==> src/rtl/apt_queue.sv <==
// apt_queue: four-entry item queue between front and back.
// Standalone; entry width set by EW.
module apt_queue #(
	parameter int EW = 51
) (
	input  logic          clk,
	input  logic          arst_n,
	input  logic          wr_valid,
	output logic          wr_ready,
	input  logic [EW-1:0] wr_data,
	output logic          rd_valid,
	input  logic          rd_ready,
	output logic [EW-1:0] rd_data
);

	localparam int DEPTH = 4;
	localparam int PW    = $clog2(DEPTH);

	logic [EW-1:0] mem_q [DEPTH];
	logic [PW-1:0] wr_q;
	logic [PW-1:0] rd_q;
	logic [PW:0]   cnt_q;
	logic          push;
	logic          pop;

	assign wr_ready = cnt_q != (PW+1)'(DEPTH);
	assign rd_valid = cnt_q != '0;
	assign rd_data  = mem_q[rd_q];
	assign push     = wr_valid && wr_ready;
	assign pop      = rd_valid && rd_ready;

	always_ff @(posedge clk or negedge arst_n) begin
		if (!arst_n) begin
			wr_q  <= '0;
			rd_q  <= '0;
			cnt_q <= '0;
		end else begin
			if (push) wr_q <= wr_q + PW'(1);
			if (pop) rd_q <= rd_q + PW'(1);
			if (push && !pop) cnt_q <= cnt_q + (PW+1)'(1);
			else if (pop && !push) cnt_q <= cnt_q - (PW+1)'(1);
		end
	end

	always_ff @(posedge clk) begin
		if (push) mem_q[wr_q] <= wr_data;
	end

endmodule

==> config.mk <==
export PLATFORM = sky130hd
export DESIGN_NAME = apt_queue
export DESIGN_NICKNAME = d
export VERILOG_FILES = /design/src/rtl/apt_queue.sv
export SDC_FILE = /design/constraint.sdc
export NUM_CORES = 1
export LEC_CHECK = 0
export ABC_AREA = 1
export BUFFER_PORTS_ARGS = -buffer_cell sky130_fd_sc_hd__buf_2
export CAP_MARGIN = 20
export CORE_MARGIN = 1.5
export CORE_UTILIZATION = 55
export CTS_CLUSTER_DIAMETER = 40
export DETAILED_ROUTE_END_ITERATION = 10
export PLACE_DENSITY = 0.8
export SKIP_CTS_REPAIR_TIMING = 1
export SLEW_MARGIN = 5
export SYNTH_ARGS = -nofsm -noshare
export SYNTH_HDL_FRONTEND = slang
export SYNTH_SLANG_ARGS = --single-unit
==> constraint.sdc <==
create_clock -name clk -period 4.14 [get_ports clk]
set_input_delay 0.207 -clock clk [delete_from_list [all_inputs] [get_ports clk]]
set_output_delay 0.207 -clock clk [all_outputs]
set_load 0.005 [all_outputs]
# Word level (Yosys, flattened, before mapping)
# Memory sizes are Yosys's and may differ from the RTL's.
# Cells that the tools add are included.
# totals
reg_bits	7
input_bits	55
n_memories	1
mem_bits_rw	204
# mem_list
name	words	word_bits	read_ports	rd_ports_with_merged_regs	write_ports	line_no	rtl
mem_q	4	51	1	0	1	19	logic [EW-1:0] mem_q [DEPTH];
# op_classes
reduce_logical	8
mux	4
n_addsub	4
eq_ne	1
# op_table
op	count
3-bit 2-to-1 mux	2
2-bit by 1-bit adder with 2-bit output, second input constant	2
1-bit logical AND	4
3-bit by 1-bit adder with 3-bit output, second input constant	1
3-bit inequality test, second input constant	1
3-bit nonzero test	1
3-bit by 1-bit subtractor with 3-bit output, second input constant	1
1-bit zero test	2
1-bit 2-to-1 mux	2
2-bit nonzero test	1

# Depth between registers and ports, before layout
# logic_depth
word_depth	6
ltp_mapped	12
ltp_nobuf	12

# Worst setup path before layout
# OpenSTA, ideal clock, no wires.
# synth_timing
kind	flip-flop to flip-flop
from	register cnt_q[0]
to	memory mem_q[0][0], enable pin
n_path_buf	0
path_stages_with_launch	5
synth_period_minus_slack_ps	3361
t_required_ps	3680
arrival_time_ps	2901
slack_ps	779
path_cell_list	dfrtp_1 > inv_2 > nand3_1 > nand2_1 > nor2_1
# synth_between
elab_chain_len	4
# synth_lines
element	line_no	rtl
start: declaration	22	logic [PW:0] cnt_q;
start signal: assignment	40	if (push && !pop) cnt_q <= cnt_q + (PW+1)'(1);
start signal: assignment	41	else if (pop && !push) cnt_q <= cnt_q - (PW+1)'(1);
3-bit inequality test	26	assign wr_ready = cnt_q != (PW+1)'(DEPTH);
named net wr_ready	9	output logic wr_ready,
1-bit logical AND	29	assign push = wr_valid && wr_ready;
1-bit 2-to-1 mux	46	if (push) mem_q[wr_q] <= wr_data;
1-bit 2-to-1 mux (implied by the code)	46	
end: declaration	19	
# The timed path passes the listed nets, and every way through them passes these cells.

# Final worst setup path
# layout_timing
from	register rd_q[0]
to	output rd_data[1]
# layout_between
elab_chain_len	1
# layout_lines
element	line_no	rtl
start: declaration	21	logic [PW-1:0] rd_q;
start signal: assignment	39	if (pop) rd_q <= rd_q + PW'(1);
memory read 4 x 51 bit	n/a	
end: declaration	13	output logic [EW-1:0] rd_data
# No other way between the ends.

==> run summary <==
The final setup slack of the worst path is between 1 and 1.5 ns. The cell area after synthesis is between 0.008 and 0.009 sq mm. The run finished with clean final reports.

The launch point of the worst hold path is wr_valid. The via count of the first global-routing pass is between 5000 and 6000. For this run, the post-layout net count is between 800 and 900.

Setup repair after global routing left no endpoint under its margin. The post-detailed-route wirelength per cell is ~18 um. The antenna violation net count after detailed routing is 0. The worst-skew pair later-pin latency came out at 0.51 ns. The setup slack of the most critical reg-to-reg path is around 1.6 ns. The routability congestion estimate is slightly below 0.8.

Measured against its own limit, the worst slew margin works out to 0.293. Walking the worst path, the cells encountered are inv_6 > buf_4 > nand2_1 > o211ai_1 > nand2_1 > buf_2. The cell at the root of the clock tree is sky130_fd_sc_hd__clkbuf_16.

The total count of max-transition violations in the final report came out at 0. The clock passes through at most 3 buffers. The endpoint with the worst hold slack is wr_q[0]. The critical path buffer and inverter count came out at 3. The number of placed cells counting well taps came out at between 900 and 1000. The final layout contains routed wiring with a total length of 18.2 mm.

The required arrival time at the worst endpoint came out at between 3 and 4 ns. The Yosys step of the flow raised 0 warnings. Between clock sinks in the finished design, the worst skew comes to 0.00470 ns. The cell depth of the worst hold path is 3. The fraction of synthesis flops using an asynchronous set or reset pin is 0.0332.

In this run, synthesis inferred between 200 and 250 flip-flops with an integrated enable. In this run, the number of DRC markers left after iteration 0 of detailed routing was between 400 and 500. The peak ir drop on the vdd network is just over 500 uV. For this run, design rule violations remaining after detail routing come to 0.

The kind of cell adding the most delay to the critical path is buffers and inverters. The hold violation total from the final report came out at 0. The number of iterations in the first detailed-routing pass is 5. The first global-routing pass estimated ~28 mm of wire. The number of clock sinks came out at 211. The total routing usage reported by global routing is 0.225. The timing-limited maximum frequency is 0.342 GHz. The busiest layer in global routing is met2.

The fraction of layout cells with a size suffix above 1 is 0.213. The final design instance area without fill is ~0.011 sq mm. The vertical extent of the die came out at about 130 um.

Synthesis handed over a netlist of around 650 instances. The master of the slowest instance on the critical path is sky130_fd_sc_hd__inv_6. The power per unit of standard cell area is between 700 and 800 mW/mm^2.

The count of non-filler cells in the finished layout came out at ~1000. The number of diodes came out at 0. Clock-pin slew was measured on the worst setup and hold paths at around 0.060 ns. The met3 usage in global routing came out at 0.0494. The floorplan core area is ~0.015 sq mm. Counting flops and latches in the post-synthesis netlist gives roughly 210. After routing, the total negative slack on setup checks comes to 0 ns. The share of Yosys cell area claimed by the top area cell type is 0.718. The TritonCTS clock tree is yes. The met2 track demand over resource is 0.393. The tightest min-delay check is of the primary input to flop type. The cell that appears most often on the critical path is sky130_fd_sc_hd__nand2_1. The area taken by flip-flops and latches came out at 0.00630 sq mm.

Once detailed placement completed, the half-perimeter wirelength came to 10.4 mm. The maximum number of pins on one net before global-route repair is 140. The aggregate global routing overflow is 0. The synthesized area divided by synthesized cell count came out at 13.0 sq um. Along the worst path, the maximum fanout reaches between 100 and 150. The worst reg-to-reg path cell count came out at 5. The commonest register cell after synthesis is sky130_fd_sc_hd__edfxtp_1. The worst setup path is captured at a primary output. In this run the critical register-to-register path is captured at mem_q[3][1]. The count of final setup violators is 0.

The count of buffers inserted at the top-level ports is about 110. The post-placement setup slack is about 1.7 ns. The initial antenna violation count came out at 0. The commonest cells after synthesis are sky130_fd_sc_hd__edfxtp_1 (204), sky130_fd_sc_hd__nand2_1 (170), sky130_fd_sc_hd__inv_1 (115).

The number of top-level design ports came out at around 110. For this run, the register share of the synthesized area comes to 0.739. The via-per-instance ratio came out at around 5.4. The initial core utilization came out at 0.563. The multi-input combinational cells in the finished layout cover a total of around 0.0016 sq mm.

The post-synth net total is about 720. The classification of the worst setup path is flop to primary output. The placed instance area came out at roughly 0.0092 sq mm. The transition time at the pin with the least slew margin is ~1.1 ns. The die footprint came out at 0.0163 sq mm. Relative to the synthesized area, the layout overhead comes to 24.2%. In the post-synthesis netlist, the cell with the most instances is sky130_fd_sc_hd__edfxtp_1.

The shortest clock period the worst path allows after layout is roughly 2.9 ns. The number of buffers created by CTS is 25. From left edge to right edge, the die measures ~130 um. The endpoint arrival time on the critical path came out at about 2.7 ns. The worst setup path is launched from a flop. The biggest area consumer among synthesized cells is sky130_fd_sc_hd__edfxtp_1. The biggest cell delay along the critical path came out at about 0.66 ns. Dividing the final minimum period by the clock period gives 0.707. In the post-synthesis netlist, the biggest area contributors are sky130_fd_sc_hd__edfxtp_1 (72%), sky130_fd_sc_hd__o211ai_1 (8.1%), sky130_fd_sc_hd__nand2_1 (7.5%), sky130_fd_sc_hd__inv_1 (5.1%), sky130_fd_sc_hd__dfrtp_1 (2.1%). The routed layout has approximately 5500 vias. The met1 demand-to-capacity share in global routing is 0.278.

The leakage component of the power came out at 4.36 nW. Across the run, the number of max-cap violations was 0. The number of different library cells in the post-synthesis netlist is 18. The floorplan has 45 rows. The worst register-to-register path begins at cnt_q[0]. The total number of H-tree levels is 1. Counting the fill cells in the layout gives 969.
## logic make-up (layout without fill, tap and decap cells)
family                     count (synthesis)  after routing  share of synthesized area
buffers and inverters                    151            334                     0.0729
AOI/OAI and AO/OA                        103            103                     0.0962
adders and majority gates                  6              6                    0.00968
DFF                                      211            211                      0.739
and+or+nand+nor                          182            182                     0.0814
xor gates and xnor gates                   1              1                    0.00103
## through the flow
stage	power [W]	utilization	hold slack [ns]
final	0.00743	0.699	0.00902
after floorplan	0.00442	-	-0.0886
after global routing	0.00785	0.699	0.00234
after CTS	0.00743	0.665	-0.488
after detailed placement	0.00524	0.610	0.0565
after global placement	0.00513	0.610	0.0524
## registers in the layout, indices dropped and copies added (netlist names)
signal  cells
mem_q     204
cnt_q       3
rd_q        2
wr_q        2
## worst max path at each step
stage / from / end / slack [ns] / cells after the start
after detailed placement: cnt_q[0] / mem_q[0][4] / 1.65 / 5
after CTS: rd_q[1] / rd_data[40] / 1.22 / 5
after global routing: rd_q[0] / rd_data[1] / 1.05 / 6
after floorplan: cnt_q[0] / mem_q[0][0] / 0.78 / 4
after global placement: cnt_q[0] / mem_q[0][5] / 1.78 / 5
final: rd_q[0] / rd_data[1] / 1.21 / 6
## report_power, final
part           switching (W)  total, W  internal [W]  leakage (nW)
combinational        0.00153   0.00233      0.000801          2.01
clock               0.000862   0.00217       0.00130         0.404
sequential          0.000123   0.00294       0.00281          1.95
total                0.00251   0.00743       0.00492          4.36
## area by class of cell
cell class	instances	area share
clock buffer	25	0.0591
clock inverter	21	0.0194
timing repair buffer	170	0.108
tap	188	0.0222
inverter	118	0.0423
multi-input combinational	292	0.155
sequential	211	0.595
## worst register-to-register path, delay by kind of cell (launching register included)
kind,cells,cell delay (ns)
flops,1,0.44
buf+inv,2,0.46
simple gates,3,1.31
## per-layer routing
layer	vias to the layer above	wire [um]
li1	2609	-
met1	2695	7140
met2	190	9570
met3	28	1120
met4	0	341
met5	-	0
## cells in the final DEF, fill, tap and decap left out
cell	count
sky130_fd_sc_hd__bufinv_16	3
sky130_fd_sc_hd__clkinv_2	5
sky130_fd_sc_hd__nand4_1	1
sky130_fd_sc_hd__o21ai_0	1
sky130_fd_sc_hd__fa_1	1
sky130_fd_sc_hd__nand2_1	170
sky130_fd_sc_hd__buf_4	11
sky130_fd_sc_hd__inv_6	6
sky130_fd_sc_hd__dlygate4sd3_1	52
sky130_fd_sc_hd__dfrtp_2	1
sky130_fd_sc_hd__o211ai_2	10
sky130_fd_sc_hd__edfxtp_1	204
sky130_fd_sc_hd__clkinvlp_4	3
sky130_fd_sc_hd__inv_2	2
sky130_fd_sc_hd__buf_2	107
sky130_fd_sc_hd__clkinv_1	4
sky130_fd_sc_hd__clkinv_4	1
sky130_fd_sc_hd__nor2_4	4
sky130_fd_sc_hd__xnor2_1	1
sky130_fd_sc_hd__dfrtp_1	6
sky130_fd_sc_hd__ha_1	5
sky130_fd_sc_hd__nand3_1	7
sky130_fd_sc_hd__clkbuf_16	25
sky130_fd_sc_hd__o211ai_1	92
sky130_fd_sc_hd__inv_1	115
Power figures use the tool's default switching activity.
