File: config.mk
export PLATFORM = sky130hd
export DESIGN_NAME = apt_front_flat
export DESIGN_NICKNAME = d
export VERILOG_FILES = /design/src/rtl/apt_pkg.sv /design/src/rtl/apt_if.sv /design/src/rtl/apt_front.sv /design/src/flat_wrapper.sv
export SDC_FILE = /design/constraint.sdc
export NUM_CORES = 1
export LEC_CHECK = 0
export ABC_AREA = 0
export BUFFER_PORTS_ARGS = -buffer_cell sky130_fd_sc_hd__buf_4
export CORE_MARGIN = 4
export CORE_UTILIZATION = 25
export DETAILED_ROUTE_END_ITERATION = 8
export SYNTH_ARGS = -nofsm -noshare
export SYNTH_HDL_FRONTEND = slang
export SYNTH_SLANG_ARGS = --single-unit
File: constraint.sdc
create_clock -name clk -period 2.5 [get_ports clk]
set_input_delay 0.125 -clock clk [delete_from_list [all_inputs] [get_ports clk]]
set_output_delay 0.125 -clock clk [all_outputs]
set_load 0.01 [all_outputs]
File: src/rtl/apt_pkg.sv
// apt_pkg: operation classes, status codes and register indexes of the
// affine point transform. No dependencies.
package apt_pkg;

	typedef enum logic [2:0] {
		OP_PASS    = 3'd0,
		OP_FWD_RS  = 3'd1,
		OP_FWD_GEN = 3'd2,
		OP_INV_RS  = 3'd3,
		OP_INV_GEN = 3'd4
	} apt_op_t;

	typedef struct packed {
		apt_op_t op;
		logic    uni;
		logic    zs;
	} apt_ctl_t;

	localparam logic [1:0] ST_OK  = 2'd0;
	localparam logic [1:0] ST_SAT = 2'd1;
	localparam logic [1:0] ST_BAD = 2'd2;

	localparam logic [2:0] CFG_ROW0  = 3'd0;
	localparam logic [2:0] CFG_ROW1  = 3'd1;
	localparam logic [2:0] CFG_ROW2  = 3'd2;
	localparam logic [2:0] CFG_SCALE = 3'd3;
	localparam logic [2:0] CFG_FLAGS = 3'd4;

	localparam int FLAG_IDENT = 0;
	localparam int FLAG_RS    = 1;
	localparam int FLAG_UNI   = 2;

	localparam int CFG_DATA_W = 64;
	localparam int SCALE_W    = 48;
	localparam int FLAGS_W    = 3;

endpackage

File: src/rtl/apt_if.sv
// apt_in_if / apt_out_if: valid/ready channels for points and results.
// Standalone; widths follow W.
interface apt_in_if #(parameter int W = 16) ();
	logic                valid;
	logic                ready;
	logic                func;
	logic signed [W-1:0] in_x;
	logic signed [W-1:0] in_y;
	logic signed [W-1:0] in_z;
	modport source (output valid, func, in_x, in_y, in_z, input ready);
	modport sink (input valid, func, in_x, in_y, in_z, output ready);
endinterface


File: src/rtl/apt_front.sv
// apt_front: configuration registers, entry extraction and item classification.
// Depends on apt_pkg and apt_in_if.
module apt_front import apt_pkg::*; #(
	parameter int W = 16,
	parameter int F = 8
) (
	input  logic                  clk,
	input  logic                  arst_n,
	input  logic                  cfg_we,
	input  logic [2:0]            cfg_index,
	input  logic [CFG_DATA_W-1:0] cfg_data,
	apt_in_if.sink                in_ch,
	output logic                  push_valid,
	input  logic                  push_ready,
	output apt_ctl_t              push_ctl,
	output logic signed [W-1:0]   push_x,
	output logic signed [W-1:0]   push_y,
	output logic signed [W-1:0]   push_z,
	output logic signed [W-1:0]   mat [3][3],
	output logic signed [W-1:0]   trans [3],
	output logic signed [W-1:0]   scale [3]
);

	localparam logic [W-1:0] ONE_W = W'(1) << F;
	localparam logic [CFG_DATA_W-1:0] ONE64 = CFG_DATA_W'(ONE_W);

	logic [CFG_DATA_W-1:0] row_q [3];
	logic [SCALE_W-1:0]    scale_q;
	logic [FLAGS_W-1:0]    flags_q;

	logic [4*W+CFG_DATA_W-1:0] rext [3];
	logic [3*W+SCALE_W-1:0]    sext;

	always_ff @(posedge clk or negedge arst_n) begin
		if (!arst_n) begin
			for (int r = 0; r < 3; r++) row_q[r] <= ONE64 << (r * W);
			scale_q <= SCALE_W'(ONE64 | (ONE64 << W) | (ONE64 << (2 * W)));
			flags_q <= '1;
		end else if (cfg_we) begin
			case (cfg_index)
				CFG_ROW0:  row_q[0] <= cfg_data;
				CFG_ROW1:  row_q[1] <= cfg_data;
				CFG_ROW2:  row_q[2] <= cfg_data;
				CFG_SCALE: scale_q  <= cfg_data[SCALE_W-1:0];
				CFG_FLAGS: flags_q  <= cfg_data[FLAGS_W-1:0];
				default: ;
			endcase
		end
	end

	always_comb begin
		sext = {(3*W)'(0), scale_q};
		for (int r = 0; r < 3; r++) begin
			rext[r] = {(4*W)'(0), row_q[r]};
			for (int c = 0; c < 3; c++) mat[r][c] = rext[r][c*W +: W];
			trans[r] = rext[r][3*W +: W];
			scale[r] = sext[r*W +: W];
		end
	end

	always_comb begin
		if (flags_q[FLAG_IDENT])
			push_ctl.op = OP_PASS;
		else if (!in_ch.func)
			push_ctl.op = flags_q[FLAG_RS] ? OP_FWD_RS : OP_FWD_GEN;
		else
			push_ctl.op = flags_q[FLAG_RS] ? OP_INV_RS : OP_INV_GEN;
		push_ctl.uni = flags_q[FLAG_UNI];
		push_ctl.zs  = flags_q[FLAG_UNI] ? (scale[0] == '0) :
			(scale[0] == '0 || scale[1] == '0 || scale[2] == '0);
	end

	assign push_valid  = in_ch.valid;
	assign in_ch.ready = push_ready;
	assign push_x      = in_ch.in_x;
	assign push_y      = in_ch.in_y;
	assign push_z      = in_ch.in_z;

endmodule

File: src/flat_wrapper.sv
// flat-port wrapper written by rule: the top's interface ports become plain ports
module apt_front_flat import apt_pkg::*;
#(
	parameter int W = 16,
	parameter int F = 8
)
  (clk, arst_n, cfg_we, cfg_index, cfg_data, push_valid, push_ready, push_ctl, push_x, push_y, push_z, mat, trans, scale, in_ch_valid, in_ch_func, in_ch_in_x, in_ch_in_y, in_ch_in_z, in_ch_ready);
  apt_in_if #(.W(W)) in_ch_i ();
  input  logic clk;
  input  logic arst_n;
  input  logic cfg_we;
  input  logic [2:0] cfg_index;
  input  logic [CFG_DATA_W-1:0] cfg_data;
  output logic push_valid;
  input  logic push_ready;
  output apt_ctl_t push_ctl;
  output logic signed [W-1:0] push_x;
  output logic signed [W-1:0] push_y;
  output logic signed [W-1:0] push_z;
  output logic signed [W-1:0] mat[3][3];
  output logic signed [W-1:0] trans[3];
  output logic signed [W-1:0] scale[3];
  input wire logic [$bits(in_ch_i.valid)-1:0] in_ch_valid;
  input wire logic [$bits(in_ch_i.func)-1:0] in_ch_func;
  input wire logic [$bits(in_ch_i.in_x)-1:0] in_ch_in_x;
  input wire logic [$bits(in_ch_i.in_y)-1:0] in_ch_in_y;
  input wire logic [$bits(in_ch_i.in_z)-1:0] in_ch_in_z;
  output wire logic [$bits(in_ch_i.ready)-1:0] in_ch_ready;
  assign in_ch_i.valid = in_ch_valid;
  assign in_ch_i.func = in_ch_func;
  assign in_ch_i.in_x = in_ch_in_x;
  assign in_ch_i.in_y = in_ch_in_y;
  assign in_ch_i.in_z = in_ch_in_z;
  assign in_ch_ready = in_ch_i.ready;
  apt_front #(.W(W), .F(F)) u_core (.clk(clk), .arst_n(arst_n), .cfg_we(cfg_we), .cfg_index(cfg_index), .cfg_data(cfg_data), .in_ch(in_ch_i), .push_valid(push_valid), .push_ready(push_ready), .push_ctl(push_ctl), .push_x(push_x), .push_y(push_y), .push_z(push_z), .mat(mat), .trans(trans), .scale(scale));
endmodule
# ---- Word level (Yosys, flattened, before mapping)
# Cells that the tools add are included.
dict set report totals {
  n_memories 0
  ramBits 0
  wordCells 25
  reg_bits 243
  inputBits 121
  output_inout_bits 295
  latchBits 0
  romBits 0
}
dict set report op_classes {
  n_bitwise 0
  div 0
  eq_ne 4
  shifts 0
  n_mux 5
  n_mul 0
  n_lt_le_gt_ge 0
  add_sub_neg 0
  reduce_logical 11
}
# operator n
set ops {}
lappend ops {{zero test 16 bit} 3}
lappend ops {{AND reduction 2 bit} 5}
lappend ops {{two-way mux 3 bit} 3}
lappend ops {{equality test 3 x 2 -> 1 bit (second input constant)} 2}
lappend ops {{equality test 3 x 1 -> 1 bit (second input constant)} 1}
lappend ops {{equality test 3 bit (second input constant)} 1}
lappend ops {{zero test 3 bit} 1}
lappend ops {{logical OR 1 bit} 2}
lappend ops {{two-way mux 2 bit} 1}
lappend ops {{two-way mux 1 bit} 1}

# ---- Logic depth before layout (Yosys ltp)
# Gate-level depths: netlist of the first run.
dict set report logic_depth {
  depth_word 4
  mapped_depth 5
  depth_no_buf 4
}

# ---- Worst setup path before layout of the first run
# Ideal clock, no wire load.
dict set report synth_timing {
  kind {input-to-reg}
  startpoint {input cfg_we}
  endpoint {register u_core.row_q (netlist bit u_core.mat[100])}
  arrival_time_ns 1.131
  setup_slack_ns 1.244
  cell_stages 5
  cell_sequence {nor2b_2 > nor3b_1 > buf_4 > buf_6 > mux2_2}
}
dict set report synth_via {
  elab_chain_len 1
}
# item line
set synth_rtl {}
lappend synth_rtl {{from (decl)} flat_wrapper.sv:11} ;# input logic cfg_we;
lappend synth_rtl {{AND reduction 2 bit (no line)} -}
lappend synth_rtl {{to (decl)} apt_front.sv:27} ;# logic [CFG_DATA_W-1:0] row_q [3];
# No other way between the ends.
# A chain may end at the register's enable or synchronous reset.

==> results of run 1 <==
what timing repair did:
| item | CTS | global route |
|---|---|---|
| endpoints found under the hold margin | 388 | 0 |
| endpoints found under the setup margin | 1 | 0 |
| hold buffers | 65 | 0 |
| resized for setup | 1 | 0 |
logic make-up (layout without fill, tap and decap cells):
| kind of cell | Yosys count | after routing | synth area share [%] |
|---|---|---|---|
| flops | 243 | 243 | 63.27 |
| mux | 242 | 242 | 28.30 |
| buf+inv | 77 | 446 | 6.407 |
| simple gates | 26 | 26 | 1.676 |
| compound gates | 3 | 3 | 0.2078 |
| fa+ha+maj | 1 | 1 | 0.1299 |
cell usage after synthesis (all sizes together):
| master | instances | area share, % |
|---|---|---|
| nor3b | 1 | 0.078 |
| nand2 | 3 | 0.12 |
| dfrtp | 234 | 61 |
| nor2b | 3 | 0.22 |
| a21oi | 1 | 0.052 |
| mux2 | 242 | 28 |
| inv | 1 | 0.039 |
| nor4 | 12 | 0.78 |
| and3b | 1 | 0.091 |
| ha | 1 | 0.13 |
| nand4 | 2 | 0.13 |
| dfstp | 9 | 2.5 |
| nand3 | 1 | 0.052 |
| buf | 76 | 6.4 |
| nor2 | 2 | 0.16 |
| nor3 | 1 | 0.052 |
| a41o | 1 | 0.10 |
| o21ai | 1 | 0.052 |
layout make-up:
type,count,area (µm²)
fillers,3698,24060
repair buffers,395,3211
multi-input cells,272,2944
clock inverters,12,121.4
clock buffers,38,777.0
well taps,511,639.4
flip-flops and latches,243,6092
inverters,1,3.754
path summary, 6_finish.rpt:
kind | cells past startpoint | endpoint | slack, ns
min in group asynchronous | 2 | u_core.mat[129] | 0.11
min | 3 | u_core.flags_q[2] | 0.06
max reg2reg | 2 | u_core.flags_q[1] | 1.66
max in group asynchronous | 3 | u_core.scale_q[24] | 1.65
min reg2reg | 1 | u_core.mat[42] | 0.49
max | 5 | push_ctl[0] | 0.25
sequential cells by signal, indices dropped and copies added, names as in the netlist:
register,cells
u_core.scale_q,48
u_core.mat,144
u_core.trans,48
u_core.flags_q,3
critical path, delay by kind of cell, from the launching register on:
kind                   cells  cell delay, ns
AO/OA/AOI/OAI              2            0.41
buffers and inverters      1            0.12
flip-flops                 1            0.41
AND/OR/NAND/NOR            2            0.65
routing by layer:
| metal | up-vias | routed length (µm) |
|---|---|---|
| met1 | 3101 | 10540 |
| met2 | 222 | 13370 |
| met5 | - | 0 |
| met4 | 0 | 843 |
| met3 | 62 | 2334 |
| li1 | 2740 | - |
through the flow:
| step | hold WS (ns) | total power, mW | utilization [%] |
|---|---|---|---|
| 2_1_floorplan | -0.1706 | 6.692 | - |
| 5_1_grt | 0.04015 | 13.22 | 36.43 |
| 3_5_place_dp | 0.1196 | 8.594 | 32.33 |
| 3_3_place_gp | 0.1093 | 8.540 | 32.33 |
| 6_report | 0.05838 | 12.52 | 36.43 |
| 4_1_cts | 0.02991 | 12.73 | 36.43 |
power by group through the flow:
stage / clock, mW / sequential (mW) / combinational [mW]
global placement: 0 / 5.38 / 3.16
detailed placement: 0 / 5.41 / 3.18
finish: 3.97 / 5.35 / 3.20
global route: 4.31 / 5.47 / 3.44
floorplan: 0 / 5.75 / 0.942
CTS: 4.10 / 5.36 / 3.27
==> impl_metrics.tcl, run 1 <==
set metrics [dict create \
    status "finished, final reports clean" \
    p_per_area_nw_per_um2 907.8 \
    htreeDepth 1 \
    vias 6125 \
    swShare_pct 27.61 \
    max_freq_mhz 445.2 \
    path_clk_slew_ns 0.06 \
    wl_per_cell_um 18.40 \
    finalNonFillerCells 1472 \
    grt_pass1_vias 6823 \
    leakage_nw 6.265 \
    placedCellCount 1357 \
    cts.path.max_buffers 3 \
    setup_violations 0 \
    worst_ep_arrival_time_ns 2.12 \
    cpMaxStageDelayCell "dfrtp_1" \
    gp_congestion 0.7349 \
    use_met3_pct 4.522 \
    antennaDiodeCount 0 \
    cts_tree "done" \
    start_kind "register" \
    rr_startpoint "u_core.flags_q[1]" \
    via_per_inst 4.161 \
    grtUsageTotal_pct 12.59 \
    clk_latency_ns 0.54 \
    cp-startpoint "u_core.scale_q[26]" \
    fin_tns_setup_ns 0 \
    net-switching-power_mw 3.455 \
    required_ns 2.38 \
    detail-route-antenna-nets 0 \
    fin_ws_ns 0.2541 \
    pin_count 416 \
    initial_core_util_pct 25.44 \
    grt-busiest-layer "met2" \
    combPwrFrac_pct 25.6 \
    period_share_pct 89.84 \
    hp-start "cfg_index[1]" \
    grt_pass1_wl_mm 41.44 \
    dp_slack_ns 0.5626 \
    avgSynthCellArea_um2 16.26 \
    first_pass_iters 4 \
    syn_area_um2 9628 \
    cp_slowest_stage_delay_ns 0.41 \
    cts.sinks 243 \
    die-area_um2 41720 \
    hold_viol 0 \
    placed_cell_area_um2 12240 \
    io_buffers 315 \
    antenna_found_initial 0 \
    seq_area_frac_synth_pct 63.27 \
    final_cell_area_um2 13790 \
    period_minus_slack_ns 2.246 \
    layout-drive-gt1-share_pct 65.35 \
    nets 1062 \
    drtIter0Drc 154 \
    maxCapViolCount 0 \
    wl_mm 27.08 \
    final_cell_mix "buf_4 (323), mux2_2 (238), dfrtp_1 (234)" \
    gr-usage-met2_pct 21.91 \
    num_rows 71 \
    grt_remaining_overflow 0 \
    layout_commonest_cell "buf_4" \
    core_area_um2 37840 \
    worstPathCellList "nor4_1 -> nand4_1 -> a21oi_2 -> a41o_1 -> buf_4" \
    max-vdd-ir-drop_uv 583.4 \
    die-width_um 204.2 \
    maxSlewHeadroom_pct 45.60 \
    endpoint_kind "primary output" \
    drcViolationCount 0 \
    root_buffer "clkbuf_16" \
    post_cts_buffers 0 \
    synth_cells 592 \
    pwr-share-seq_pct 42.7 \
    clock_skew_ns 0 \
    holdCritPathClass "primary input to register" \
    clkPwrFrac_pct 31.7 \
    use_met1_pct 14.57 \
    post-dp-hpwl_mm 19.21 \
    grt_max_degree 62 \
    internal-power_mw 9.061 \
    crit_fanout 3 \
    cts_inserted_buffers 27 \
    critPathKind "register to primary output" \
    syn_nets 714 \
    yosysUniqueCellTypes 23 \
    die_y_um 204.2 \
    grt_setup_unrepaired "false" \
    yosys_register_bits 243 \
    synth_warnings 0 \
    worst_pin_slew_ns 0.8160 \
    area_growth_syn_to_layout_pct 43.21 \
    maxSlewViolCount 0 \
]
No activity file was read; power rests on OpenSTA's default activity.
==> run 2: changes to the inputs <==
CORE_MARGIN = 2   (was 4)
HOLD_SLACK_MARGIN = 0.02   (was not set)
==> impl_metrics.tcl, run 2 (synthesized netlist as in run 1, its figures left out) <==
set metrics [dict create \
    p_per_area_nw_per_um2 912.0 \
    wl_mm 26.07 \
    first_pass_iters 4 \
    core_area_um2 37760 \
    wl_per_cell_um 17.66 \
    final_cell_mix "buf_4 (321), mux2_2 (238), dfrtp_1 (234)" \
    drcViolationCount 0 \
    maxSlewViolCount 0 \
    cts.sinks 243 \
    largest_reg_flops 144 \
    grt_pass1_wl_mm 40.89 \
    clock_skew_ns 0 \
    fin_util_pct 36.75 \
    cts.path.max_buffers 3 \
    htreeDepth 1 \
    critPathKind "register to primary output" \
    die-area_um2 40100 \
    initial_core_util_pct 25.50 \
    path_clk_slew_ns 0.06 \
    die-width_um 200.2 \
    max-vdd-ir-drop_uv 513.1 \
    maxCapViolCount 0 \
    grt_setup_unrepaired "false" \
    hold_viol 0 \
    fin_tns_setup_ns 0 \
    setup_violations 0 \
    cts_inserted_buffers 28 \
    io_buffers 315 \
    period_share_pct 89.16 \
    antenna_found_initial 0 \
    holdCritPathClass "primary input to register" \
    worst_ep_arrival_time_ns 2.10 \
    max_freq_mhz 448.6 \
    detail-route-antenna-nets 0 \
    root_buffer "clkbuf_16" \
    antennaDiodeCount 0 \
    crit_fanout 3 \
    grtUsageTotal_pct 12.79 \
    pin_count 416 \
    vias 6208 \
    endpoint_kind "primary output" \
    grt_max_degree 69 \
    start_kind "register" \
    layout_commonest_cell "buf_4" \
    leakage_nw 6.312 \
    required_ns 2.38 \
    worst_pin_slew_ns 0.5629 \
    post_cts_buffers 0 \
    gp_congestion 0.7164 \
    cts_tree "done" \
    num_rows 71 \
    grt_remaining_overflow 0 \
    period_minus_slack_ns 2.229 \
    area_growth_syn_to_layout_pct 44.12 \
    maxSlewHeadroom_pct 62.47 \
    grt_pass1_vias 6802 \
    via_per_inst 4.206 \
    status "finished, final reports clean" \
    drtIter0Drc 150 \
    layout-drive-gt1-share_pct 65.08 \
    clk_latency_ns 0.55 \
    post-dp-hpwl_mm 17.93 \
    die_y_um 200.2 \
    nets 1066 \
]
-- run 2: cell count changes in the layout (fill, tap and decap cells not counted), sizes merged --
cell         change
clkinv           -2
clkbuf           +6
inv              +1
bufinv           -1
clkinvlp         -3
dlygate4sd3      +5
buf              -2
-- run 2: per-layer routing --
metal | part of all wire, % | vias up | track usage, %
li1 | - | 2759 | -
met1 | 40 | 3136 | 15.15
met2 | 47 | 243 | 21.17
met3 | 9.0 | 70 | 4.784
met4 | 3.7 | 0 | 4.664
met5 | 0 | - | 0
-- run 2: what timing repair did --
item / CTS / global route
resized for setup: 1 / 1
hold buffers: 70 / 0
endpoints found under the setup margin: 1 / 1
endpoints found under the hold margin: 326 / 0
-- run 2: area by class of cell --
type	count	area (µm²)
Timing Repair Buffer	398	3246
Fill cell	3609	23880
Inverter	1	3.754
Clock buffer	44	870.8
Sequential cell	243	6092
Multi-Input combinational cell	272	2943
Clock inverter	7	81.33
Tap cell	511	639.4
-- run 2: worst max-delay path: stages (launching register included) --
cell,delay (ns)
dfrtp_1,0.39
nor4_1,0.39
nand4_1,0.29
a21oi_2,0.26
a41o_1,0.11
buf_4,0.13
-- run 2: worst paths after layout --
kind,from,endpoint,slack (ns),cells after the start
max,u_core.scale_q[17],push_ctl[0],0.27,5
min,cfg_we,u_core.flags_q[0],0.07,4
max reg2reg,u_core.flags_q[1],u_core.flags_q[1],1.15,3
min reg2reg,u_core.mat[44],u_core.mat[44],0.50,1
max in group asynchronous,arst_n,u_core.scale_q[24],1.59,3
min in group asynchronous,arst_n,u_core.mat[39],0.13,2
-- run 2: per-stage QoR --
step           instance area, µm²  worst slack (ns)  hold slack, ns  cells  power, mW
2_1_floorplan                9628             1.244         -0.1706    592      6.692
3_3_place_gp                12210            0.4806          0.1339   1355      8.506
3_5_place_dp                12210            0.4777          0.1306   1355      8.555
4_1_cts                     13870           0.01678         0.03647   1476      12.87
5_1_grt                     13880           0.04187         0.09153   1476      13.33
6_report                    13880            0.2710         0.06551   1476      12.65
-- run 2: report_power, final --
part | internal, mW | total [mW] | switching [mW]
Clock | 2.49 | 4.13 | 1.63
Combinational | 1.87 | 3.18 | 1.32
Sequential | 4.83 | 5.35 | 0.518
Total | 9.19 | 12.7 | 3.47
==> run 3: changes to the inputs <==
==> constraint.sdc (replaced) <==
create_clock -name clk -period 2.5 [get_ports clk]
set_input_delay 0.5 -clock clk [delete_from_list [all_inputs] [get_ports clk]]
set_output_delay 0.5 -clock clk [all_outputs]
set_load 0.01 [all_outputs]
==> impl_metrics.tcl, run 3 (synthesized netlist as in run 1, its figures left out) <==
set metrics [dict create \
    fin_tns_setup_ns -0.08228 \
    critPathKind "register to primary output" \
    nets 1007 \
    rr_startpoint "u_core.scale_q[26]" \
    antenna_found_initial 0 \
    die_y_um 200.2 \
    endpoint_kind "primary output" \
    hold_viol 0 \
    via_per_inst 4.204 \
    fin_util_pct 35.09 \
    grtUsageTotal_pct 12.47 \
    fin_ws_ns -0.08228 \
    grt_remaining_overflow 0 \
    die-width_um 200.2 \
    worst_pin_slew_ns 0.6638 \
    maxCapViolCount 0 \
    maxSlewHeadroom_pct 55.75 \
    setup_violations 1 \
    post-dp-hpwl_mm 18.15 \
    required_ns 2.00 \
    r2r_cells 2 \
    violations "setup timing" \
    clk_latency_ns 0.54 \
    wl_per_cell_um 18.05 \
    initial_core_util_pct 25.50 \
    maxSlewViolCount 0 \
    final_cell_mix "buf_4 (328), mux2_2 (238), dfrtp_1 (234)" \
    crit_end "push_ctl[0]" \
    root_buffer "clkbuf_16" \
    fin_hold_ws_ns 0.2031 \
    hp-start "cfg_data[54]" \
    grt_max_degree 80 \
    max_freq_mhz 387.3 \
    period_minus_slack_ns 2.582 \
    cts_tree "done" \
    drcViolationCount 0 \
    cts_inserted_buffers 28 \
    first_pass_iters 4 \
    power_mw 12.39 \
    clock_skew_ns 0 \
    p_per_area_nw_per_um2 935.0 \
    crit_fanout 2 \
    start_kind "register" \
    status "finished with violations" \
    layout-drive-gt1-share_pct 70.17 \
    detail-route-antenna-nets 0 \
    pin_count 416 \
    layout_commonest_cell "buf_4" \
    seqCellArea_um2 6092 \
    drtIter0Drc 164 \
    max-vdd-ir-drop_uv 516.6 \
    die-area_um2 40100 \
    antennaDiodeCount 0 \
    path_clk_slew_ns 0.06 \
    gp_congestion 0.7187 \
    leakage_nw 6.043 \
    cp-startpoint "u_core.scale_q[26]" \
    dp_slack_ns 0.1727 \
    period_share_pct 103.3 \
    holdCritPathClass "primary input to register" \
    min_path_cells 2 \
    io_buffers 315 \
    num_rows 71 \
    area_growth_syn_to_layout_pct 37.61 \
    vias 5953 \
    grt_setup_unrepaired "true" \
    htreeDepth 1 \
    grt_pass1_wl_mm 39.51 \
    largest_reg_flops 144 \
    core_area_um2 37760 \
    cts.sinks 243 \
    fillCellCount 3699 \
    wl_mm 25.56 \
    worst_r2r_endpoint "u_core.scale_q[26]" \
    reg2reg_slack_ns 1.61 \
    grt_pass1_vias 6411 \
    multi_input_area_um2 2970 \
    worst_ep_arrival_time_ns 2.08 \
    cts.path.max_buffers 3 \
]
==> run 3: cell count changes in the layout (fill, tap and decap cells not counted), sizes merged <==
cell / previous run / this run
inv: 3 / 1
dlygate4sd3: 70 / 1
clkinv: 4 / 5
buf: 328 / 338
clkbuf: 44 / 43
clkinvlp: 0 / 1
==> run 3: worst min-delay path by stage <==
stage,slack [ns],endpoint
floorplan,0.20,u_core.mat[0]
global placement,0.47,u_core.mat[43]
detailed placement,0.49,u_core.mat[44]
CTS,0.16,u_core.trans[12]
global route,0.18,u_core.trans[30]
finish,0.20,u_core.trans[22]
==> run 3: critical path, stage by stage (launching register included) <==
cell and delay, ns:
dfrtp_1 0.39, nor4_2 0.26, buf_4 0.15, nand4_1 0.23
a21oi_2 0.26, a41o_1 0.13, buf_6 0.11
==> run 3: report_power, final <==
part           total, mW  leakage [nW]  internal, mW  switching, mW
registers           5.36          2.90          4.83          0.527
clock network       3.91         0.432          2.34           1.57
logic               3.12          2.71          1.82           1.30
total               12.4          6.04          8.99           3.40
==> run 3: per-stage QoR <==
step / std cells / cell area [µm²]
2_1_floorplan: 592 / 9628
3_3_place_gp: 1364 / 12310
3_5_place_dp: 1364 / 12310
4_1_cts: 1416 / 13230
5_1_grt: 1416 / 13250
6_report: 1416 / 13250
==> run 3: routing by layer <==
metal | vias to the layer above | share of wire, % | track usage, % | wire (µm)
li1 | 2636 | - | - | -
met1 | 3018 | 38 | 14.24 | 9806
met2 | 233 | 48 | 21.03 | 12350
met3 | 66 | 9.6 | 5.158 | 2455
met4 | 0 | 3.7 | 4.264 | 942
met5 | - | 0 | 0 | 0
==> run 3: layout make-up <==
| class | count | share of cell area (%) |
|---|---|---|
| clock buffers | 43 | 6.176 |
| clock inverters | 7 | 0.5005 |
| inverters | 1 | 0.02833 |
| multi-input cells | 272 | 22.42 |
| flip-flops and latches | 243 | 45.98 |
| well taps | 511 | 4.826 |
| repair buffers | 339 | 20.07 |
==> run 3: timing repair <==
| item | 4_1_cts | 5_1_grt |
|---|---|---|
| pin swaps | 2 | 0 |
| hold buffers | 1 | 0 |
| setup buffers | 1 | 0 |
| endpoints found under the setup margin | 1 | 1 |
| resized for setup | 4 | 3 |
| endpoints found under the hold margin | 62 | 0 |
